$ cat src/hw/rtl/a32cf_pkg.sv
// shared types and constants for the adler-32 checked frame deframer
// no dependencies; imported by every module of the block
`default_nettype none

package a32cf_pkg;

  // frame body length field width and hard upper bound on the body length
  localparam int unsigned LEN_W           = 27;
  localparam int unsigned MAX_FRAME_BYTES = 67108864;

  // header and checksum fields are both four bytes; a body needs room for both
  localparam int unsigned HDR_BYTES    = 4;
  localparam int unsigned MIN_BODY_LEN = 2 * HDR_BYTES;
  localparam int unsigned MIN_NAME_LEN = 2;

  // adler-32 modulus
  localparam logic [15:0] ADLER_MOD = 16'd65521;

  typedef enum logic [1:0] {
    PH_HEADER,
    PH_BODY,
    PH_HALT
  } phase_t;

  typedef enum logic [1:0] {
    RG_NAME_LEN  = 2'd0,
    RG_TYPE_NAME = 2'd1,
    RG_PAYLOAD   = 2'd2,
    RG_CHECKSUM  = 2'd3
  } region_t;

  typedef enum logic [1:0] {
    ST_OK            = 2'd0,
    ST_BAD_FRAME_LEN = 2'd1,
    ST_BAD_SUM       = 2'd2,
    ST_BAD_NAME_LEN  = 2'd3
  } status_t;

  typedef enum logic {
    REG_MIN_LENGTH = 1'b0,
    REG_MAX_LENGTH = 1'b1
  } cfg_reg_t;

  // one result transfer
  typedef struct packed {
    logic [7:0] data;
    region_t    region;
    status_t    status;
    logic       last;
  } result_t;

  // control from the frame sequencer to the checksum unit
  typedef struct packed {
    logic clear;
    logic update;
  } adler_ctl_t;

endpackage

`default_nettype wire

$ cat src/hw/rtl/a32cf_adler.sv
// running adler-32 accumulator, one byte per cycle while update is set
// depends on a32cf_pkg
`default_nettype none

module a32cf_adler (
  input  wire logic                  clk,
  input  wire logic                  rst_n,
  input  wire a32cf_pkg::adler_ctl_t ctl,
  input  wire logic [7:0]            data_byte,
  output logic [31:0]                sum
);
  import a32cf_pkg::*;

  logic [15:0] low_r, low_nxt;
  logic [15:0] high_r, high_nxt;
  logic [16:0] low_add;
  logic [16:0] high_add;
  logic [16:0] low_red;
  logic [16:0] high_red;

  // low sum plus byte, one conditional subtract, then high sum likewise
  always_comb begin
    low_add  = {1'b0, low_r} + {9'd0, data_byte};
    low_red  = (low_add >= {1'b0, ADLER_MOD}) ? low_add - {1'b0, ADLER_MOD} : low_add;
    high_add = {1'b0, high_r} + low_red;
    high_red = (high_add >= {1'b0, ADLER_MOD}) ? high_add - {1'b0, ADLER_MOD} : high_add;
    low_nxt  = low_r;
    high_nxt = high_r;
    if (ctl.clear) begin
      low_nxt  = 16'd1;
      high_nxt = 16'd0;
    end else if (ctl.update) begin
      low_nxt  = low_red[15:0];
      high_nxt = high_red[15:0];
    end
  end

  always_ff @(posedge clk) begin
    if (!rst_n) begin
      low_r  <= 16'd1;
      high_r <= 16'd0;
    end else begin
      low_r  <= low_nxt;
      high_r <= high_nxt;
    end
  end

  assign sum = {high_r, low_r};

endmodule

`default_nettype wire

$ cat src/hw/rtl/adler32_checked_frame_deframer.sv
// length-prefixed frame deframer with adler-32 body check
// depends on a32cf_pkg and a32cf_adler
// a result is registered in the output register, or in the skid while the output is held
// throughput: one input byte per cycle while in_stall is low; header bytes give no result but a length error
// a two-entry output stage (register plus skid) lets input flow while a result waits
// reset (rst_n low, synchronous) restores the limits and waits for a frame header;
// a bad frame length or checksum mismatch stops all results until the next reset
`default_nettype none

module adler32_checked_frame_deframer (
  input  wire logic                        clk,
  input  wire logic                        rst_n,
  // input byte stream
  input  wire logic                        in_valid,
  output logic                             in_stall,
  input  wire logic [7:0]                  in_data_byte,
  // configuration writes
  input  wire logic                        cfg_we,
  input  wire logic                        cfg_index,
  input  wire logic [a32cf_pkg::LEN_W-1:0] cfg_wdata,
  // result stream
  output logic                             out_valid,
  input  wire logic                        out_stall,
  output logic [7:0]                       out_byte,
  output logic [1:0]                       out_region,
  output logic [1:0]                       out_status,
  output logic                             out_last
);
  import a32cf_pkg::*;

  // configuration
  logic [LEN_W-1:0] min_len_r;
  logic [LEN_W-1:0] max_len_r;

  // frame state
  phase_t           phase_r, phase_nxt;
  logic [1:0]       hdr_cnt_r, hdr_cnt_nxt;
  logic [31:0]      hdr_shift_r, hdr_shift_nxt;
  logic [LEN_W-1:0] len_m1_r, len_m1_nxt;
  logic [LEN_W-1:0] len_m4_r, len_m4_nxt;
  logic [LEN_W-1:0] len_m8_r, len_m8_nxt;
  logic [LEN_W-1:0] body_idx_r, body_idx_nxt;
  logic [31:0]      name_len_r, name_len_nxt;
  logic [31:0]      exp_sum_r, exp_sum_nxt;

  // output register and skid
  result_t          out_r, out_nxt;
  result_t          skid_r, skid_nxt;
  logic             out_vld_r, out_vld_nxt;
  logic             skid_vld_r, skid_vld_nxt;

  logic             accept;
  logic             take;
  logic             hdr_done;
  logic [31:0]      hdr_len;
  logic             len_bad;
  logic             in_csum;
  logic             body_last;
  logic [31:0]      exp_shifted;
  logic             sum_bad;
  logic             name_ok;
  logic [LEN_W-1:0] name_off;
  logic             has_result;
  result_t          res;
  region_t          body_region;
  adler_ctl_t       adler_ctl;
  logic [31:0]      adler_sum;

  assign accept   = in_valid & ~in_stall;
  assign take     = out_vld_r & ~out_stall;
  assign in_stall = skid_vld_r;

  // checksum unit
  a32cf_adler u_adler (
    .clk       (clk),
    .rst_n     (rst_n),
    .ctl       (adler_ctl),
    .data_byte (in_data_byte),
    .sum       (adler_sum)
  );

  // decisions on the current byte
  always_comb begin
    hdr_done    = (hdr_cnt_r == 2'd3);
    hdr_len     = {hdr_shift_r[23:0], in_data_byte};
    len_bad     = hdr_len[31]
                | (hdr_len < {5'd0, min_len_r})
                | (hdr_len > {5'd0, max_len_r})
                | (hdr_len > 32'(MAX_FRAME_BYTES))
                | (hdr_len < 32'(MIN_BODY_LEN));
    in_csum     = (body_idx_r >= len_m4_r);
    body_last   = (body_idx_r == len_m1_r);
    exp_shifted = {exp_sum_r[23:0], in_data_byte};
    sum_bad     = (adler_sum != exp_shifted);
    name_ok     = ~name_len_r[31]
                & (name_len_r >= 32'(MIN_NAME_LEN))
                & (name_len_r <= {5'd0, len_m8_r});
    name_off    = body_idx_r - LEN_W'(HDR_BYTES);
  end

  // next phase
  always_comb begin
    phase_nxt = phase_r;
    if (accept) begin
      unique case (phase_r)
        PH_HEADER: begin
          if (hdr_done) phase_nxt = len_bad ? PH_HALT : PH_BODY;
        end
        PH_BODY: begin
          if (body_last) phase_nxt = sum_bad ? PH_HALT : PH_HEADER;
        end
        PH_HALT:   phase_nxt = PH_HALT;
        default:   phase_nxt = PH_HALT;
      endcase
    end
  end

  // region of a body byte
  always_comb begin
    priority if (body_idx_r < LEN_W'(HDR_BYTES)) begin
      body_region = RG_NAME_LEN;
    end else if (in_csum) begin
      body_region = RG_CHECKSUM;
    end else if (!name_len_r[31] && ({5'd0, name_off} < name_len_r)) begin
      body_region = RG_TYPE_NAME;
    end else begin
      body_region = RG_PAYLOAD;
    end
  end

  // datapath updates and result
  always_comb begin
    hdr_cnt_nxt   = hdr_cnt_r;
    hdr_shift_nxt = hdr_shift_r;
    len_m1_nxt    = len_m1_r;
    len_m4_nxt    = len_m4_r;
    len_m8_nxt    = len_m8_r;
    body_idx_nxt  = body_idx_r;
    name_len_nxt  = name_len_r;
    exp_sum_nxt   = exp_sum_r;
    adler_ctl     = '0;
    has_result    = 1'b0;
    res.data      = in_data_byte;
    res.region    = body_region;
    res.status    = ST_OK;
    res.last      = 1'b0;
    if (accept) begin
      unique case (phase_r)
        PH_HEADER: begin
          hdr_shift_nxt = hdr_len;
          hdr_cnt_nxt   = hdr_cnt_r + 2'd1;
          if (hdr_done) begin
            adler_ctl.clear = 1'b1;
            len_m1_nxt      = hdr_len[LEN_W-1:0] - LEN_W'(1);
            len_m4_nxt      = hdr_len[LEN_W-1:0] - LEN_W'(HDR_BYTES);
            len_m8_nxt      = hdr_len[LEN_W-1:0] - LEN_W'(MIN_BODY_LEN);
            body_idx_nxt    = '0;
            name_len_nxt    = '0;
            exp_sum_nxt     = '0;
            if (len_bad) begin
              has_result = 1'b1;
              res.data   = 8'd0;
              res.region = RG_NAME_LEN;
              res.status = ST_BAD_FRAME_LEN;
              res.last   = 1'b1;
            end
          end
        end
        PH_BODY: begin
          has_result   = 1'b1;
          body_idx_nxt = body_idx_r + LEN_W'(1);
          if (in_csum) exp_sum_nxt = exp_shifted;
          else         adler_ctl.update = 1'b1;
          if (body_idx_r < LEN_W'(HDR_BYTES)) name_len_nxt = {name_len_r[23:0], in_data_byte};
          if (body_last) begin
            res.last = 1'b1;
            if (sum_bad) begin
              res.status = ST_BAD_SUM;
            end else begin
              res.status    = name_ok ? ST_OK : ST_BAD_NAME_LEN;
              hdr_cnt_nxt   = 2'd0;
              hdr_shift_nxt = '0;
            end
          end
        end
        PH_HALT: begin
          has_result = 1'b0;
        end
        default: begin
          has_result = 1'b0;
        end
      endcase
    end
  end

  // output register with skid: skid fills only when the output is held
  always_comb begin
    out_nxt      = out_r;
    skid_nxt     = skid_r;
    out_vld_nxt  = out_vld_r;
    skid_vld_nxt = skid_vld_r;
    if (skid_vld_r) begin
      if (take) begin
        out_nxt      = skid_r;
        skid_vld_nxt = 1'b0;
      end
    end else if (has_result) begin
      if (!out_vld_r || take) begin
        out_nxt     = res;
        out_vld_nxt = 1'b1;
      end else begin
        skid_nxt     = res;
        skid_vld_nxt = 1'b1;
      end
    end else if (take) begin
      out_vld_nxt = 1'b0;
    end
  end

  // control state and configuration
  always_ff @(posedge clk) begin
    if (!rst_n) begin
      min_len_r   <= LEN_W'(10);
      max_len_r   <= LEN_W'(MAX_FRAME_BYTES);
      phase_r     <= PH_HEADER;
      hdr_cnt_r   <= 2'd0;
      hdr_shift_r <= '0;
      len_m1_r    <= '0;
      len_m4_r    <= '0;
      len_m8_r    <= '0;
      body_idx_r  <= '0;
      name_len_r  <= '0;
      exp_sum_r   <= '0;
      out_vld_r   <= 1'b0;
      skid_vld_r  <= 1'b0;
    end else begin
      if (cfg_we) begin
        unique case (cfg_reg_t'(cfg_index))
          REG_MIN_LENGTH: min_len_r <= cfg_wdata;
          REG_MAX_LENGTH: max_len_r <= cfg_wdata;
          default:        min_len_r <= min_len_r;
        endcase
      end
      phase_r     <= phase_nxt;
      hdr_cnt_r   <= hdr_cnt_nxt;
      hdr_shift_r <= hdr_shift_nxt;
      len_m1_r    <= len_m1_nxt;
      len_m4_r    <= len_m4_nxt;
      len_m8_r    <= len_m8_nxt;
      body_idx_r  <= body_idx_nxt;
      name_len_r  <= name_len_nxt;
      exp_sum_r   <= exp_sum_nxt;
      out_vld_r   <= out_vld_nxt;
      skid_vld_r  <= skid_vld_nxt;
    end
  end

  // result payload
  always_ff @(posedge clk) begin
    out_r  <= out_nxt;
    skid_r <= skid_nxt;
  end

  assign out_valid  = out_vld_r;
  assign out_byte   = out_r.data;
  assign out_region = out_r.region;
  assign out_status = out_r.status;
  assign out_last   = out_r.last;

endmodule

`default_nettype wire

$ cat config.mk
export PLATFORM = sky130hd
export DESIGN_NAME = adler32_checked_frame_deframer
export DESIGN_NICKNAME = d
export VERILOG_FILES = /design/src/hw/rtl/a32cf_pkg.sv /design/src/hw/rtl/a32cf_adler.sv /design/src/hw/rtl/adler32_checked_frame_deframer.sv
export SDC_FILE = /design/constraint.sdc
export NUM_CORES = 1
export LEC_CHECK = 0
export ABC_AREA = 1
export BUFFER_PORTS_ARGS = -buffer_cell sky130_fd_sc_hd__buf_2
export CAP_MARGIN = 20
export CORE_ASPECT_RATIO = 1.1
export CORE_UTILIZATION = 35
export CTS_BUF_LIST = sky130_fd_sc_hd__clkbuf_4
export DETAILED_ROUTE_END_ITERATION = 8
export GPL_TIMING_DRIVEN = 0
export PLACE_DENSITY = 0.53
export SYNTH_ARGS = -nofsm -noshare
export SYNTH_HDL_FRONTEND = slang
export SYNTH_SLANG_ARGS = --single-unit
$ cat constraint.sdc
create_clock -name clk -period 5.05 [get_ports clk]
set_input_delay 1.01 -clock clk [delete_from_list [all_inputs] [get_ports clk]]
set_output_delay 1.01 -clock clk [all_outputs]
set_load 0.01 [all_outputs]
==> key figures <==
Status
  • Status: complete, no violations

Synth
  • Fraction of the mapped netlist area in simple logic gates: 24.4%
  • Synth Register Bits: 304
  • Most used DFF post-synth: dfxtp_1
  • Async SR Flop Fraction: 0%
  • Largest area contributor in the netlist: dfxtp_1
  • Yosys warning total: 0
  • Sequential fraction of the synthesis area: 32.4%
  • Post-synthesis cell type count: 69
  • Top cells by count, synth: 465 x nand2_1, 426 x inv_1, 301 x nor2_1, 278 x dfxtp_1, 220 x a21oi_1
  • Post-synthesis compound-gate area fraction: 17.0%
  • Netlist Area Pre-Place: 0.0196 sq mm
  • Fraction of synthesized area in multiplexers: 0%
  • Post-synth EDFFs: 26
  • Main combinational cell family by area after synthesis: simple AND/OR/NAND/NOR gates
  • Syn Area/Cell: 7.08 sq um
  • Synth top area share: 28.4%
  • Post-synthesis xor/xnor area fraction: 4.33%
  • Syn Inst Count: 2763
  • Adder-Cell Fraction of Synth Area: 11.0%
  • Synth top area cells: dfxtp_1 28%, ha_1 11%, nand2_1 8.9%
  • Synth Net Count: 2975
  • Top-count cell post-synth: nand2_1

Clock tree
  • CTS Buffer Depth: 3
  • Worst skew pair latency: 0.84 ns
  • Clk slew on worst S/H paths: 0.06 ns
  • TritonCTS clock tree: built
  • Clock root cell: clkbuf_4
  • H-tree depth: 3
  • # clock sinks: 304
  • Cts hold-fix bufs: 0
  • Inserted Clock Buffers: 88

Worst setup path
  • Crit Path Class: input port to flip-flop
  • Data required time of the worst path: 5.77 ns
  • Crit-path leading delay family: simple AND/OR/NAND/NOR gates
  • R2R Path Start: u_adler.low_r[0]
  • Setup crit start: in_data_byte[0]
  • Startpoint Class: input port
  • Crit path DAT: 5.63 ns
  • CP bufs+invs: 8
  • CP Max Fanout: 6
  • CP max-delay cell: fa_2
  • Critical Path Most Common Cell: nand2_1
  • Reg2reg setup slack: 0.19 ns
  • Critical Path End Type: flip-flop
  • Crit-path max cell delay: 0.35 ns

Place
  • Pre-CTS setup slack: -1.59 ns
  • Final weighted congestion in routability-driven placement: 0.934
  • DP Area: 0.0208 sq mm
  • Hpwl dp: 54100 um
  • IO Port Bufs: 55

Finish
  • Nets: 3151
  • Final Util: 41.1%
  • Storage cell area: 0.00635 sq mm
  • Final-layout fill cell count: 5812
  • Fraction of layout cells with a size suffix above 1: 14.5%
  • Cell area after layout: 0.0226 sq mm
  • Layout area overhead: 15.5%
  • Footprint of the multi-input gates: 0.0115 sq mm

Power
  • Total power: 6.18 mW
  • Combinational group share of total power: 18.7%
  • Leakage power total: 10.1 nW
  • Peak VDD IR: 0.000153 V
  • Share of total power in the clock network: 38.7%
  • Int Pwr: 4.16 mW
  • Sw power: 2.03 mW
  • Pwr dens: 273 mW/mm^2
  • Sw frac: 32.8%
  • Reg power frac: 42.5%

Global routing
  • Gr usage total: 24.3%
  • Initial antenna violation count: 3
  • Vias in the first global route: 18.5k
  • GR Overflow Total: 0
  • First-pass GRT wire length: 105000 um
  • Largest net degree at the start of global routing: 14

Floorplanning
  • Ports: 56
  • Die Span Y: 250 um
  • Width of the die: 227 um
  • Initial Util: 35.5%
  • Cell Rows: 90
  • Die area: 0.0569 sq mm
  • Core Box Area: 0.0551 sq mm

Min path
  • Worst Hold Class: input port to flip-flop
  • Hold path startpoint: cfg_wdata[3]

STA
  • Unrepaired setup endpoints after global routing: yes
  • Fin crit share: 97.1%
  • Worst Max-Slew Pin Slew: 0.912 ns
  • Worst rel slew slack: 39.2%
  • Fin Clk Skew: 0.0521 ns
  • Final setup fails: 0
  • Fin. Hold Viols: 0
  • Max Freq: 204 MHz
  • Slew Viols, Final: 0
  • Setup ws final: 0.145 ns
  • Final min period: 4.91 ns

Routing
  • Antenna Nets Post-Route: 0
  • Residual DRC: 0
  • First DRT Iteration DRCs: 1430
  • DR pass1 iterations: 6
  • Vias: 19.5k
  • Overall routed net length: 69500 um
  • Vias per cell: 5.19
  • WL/cell: 18.5 um

Flow run
  • Max-Cap Viols: 0
==> layer usage <==
metal / up-vias / GRT usage (%) / share of wire [%]
li1: 9538 / - / -
met1: 9116 / 30.7 / 43
met2: 642 / 39.2 / 46
met3: 160 / 4.47 / 6.0
met4: 0 / 12.4 / 5.1
met5: - / 0 / 0
==> worst reg2reg max path, delay by kind of cell (launching register included) <==
family                     cells  cell delay (ns)
DFF                            1             0.35
buffers and inverters          7             0.70
and+or+nand+nor               20             2.05
adders and majority gates      3             0.82
xor gates and xnor gates       2             0.39
AOI/OAI and AO/OA              2             0.45
==> registers in the layout, indices dropped and copies added, names as in the netlist, 16 cells and up <==
register / cells
len_m4_r: 27
u_adler.high_r: 16
len_m8_r: 25
body_idx_r: 27
hdr_shift_r: 24
exp_sum_r: 24
name_len_r: 32
len_m1_r: 27
max_len_r: 27
u_adler.low_r: 16
min_len_r: 27
==> layout make-up <==
type / instances / share of cell area (%)
Antenna cell: 5 / 0.0553
Buffer: 93 / 2.01
Clock buffer: 132 / 4.38
Clock inverter: 25 / 0.576
Inverter: 447 / 7.46
Multi-Input combinational cell: 1919 / 51.0
Sequential cell: 304 / 28.1
Tap cell: 736 / 4.07
Timing Repair Buffer: 86 / 2.40
==> worst paths after layout <==
kind         depth (start not counted)                 to
min reg2reg                          2       max_len_r[4]
max                                 35  u_adler.high_r[7]
min                                  3       min_len_r[3]
max reg2reg                         34  u_adler.high_r[7]
==> cell families (layout without fill, tap and decap cells) <==
group                      count (synthesis)  in the layout
and+or+nand+nor                         1083           1083
adders and majority gates                171            171
buffers and inverters                    540            783
DFF                                      304            304
xor gates and xnor gates                  96             96
other                                      0              5
AOI/OAI and AO/OA                        569            569
==> power groups by stage <==
stage	Combinational [mW]	Sequential, mW	Clock [mW]
2_1_floorplan	0.763	2.64	0
3_3_place_gp	1.10	2.68	0
3_5_place_dp	1.12	2.68	0
4_1_cts	1.14	2.63	2.45
5_1_grt	1.29	2.64	2.58
6_report	1.16	2.63	2.39
==> through the flow <==
step	hold slack [ns]	cells	TNS, ns
detailed placement	0.453	3554	-23.57
finish	0.448	3747	0
global placement	0.446	3554	-23.43
floorplan	0.418	2763	0
global route	0.408	3747	-0.934
CTS	0.386	3722	0
==> timing repair <==
item | CTS | global route
pin swaps | 7 | 26
gates cloned | 1 | 1
gates resized for setup | 27 | 68
setup buffers | 10 | 19
setup endpoints to repair | 16 | 16
==> cells in the final DEF, fill, tap and decap left out, drive strengths merged, types with 6 or more instances in the layout <==
cell,n
o22ai,35
o32ai,6
nand2,486
nor2,311
xnor2,20
nand4,51
a22oi,30
inv,442
nor4,32
buf,105
o211ai,12
clkinv,26
nor3,53
dfxtp,278
nand3,135
edfxtp,26
nand3b,6
clkbuf,206
ha,169
o21ai,181
a31oi,8
xor2,76
a21oi,265
(Power assumes the default switching activity.)
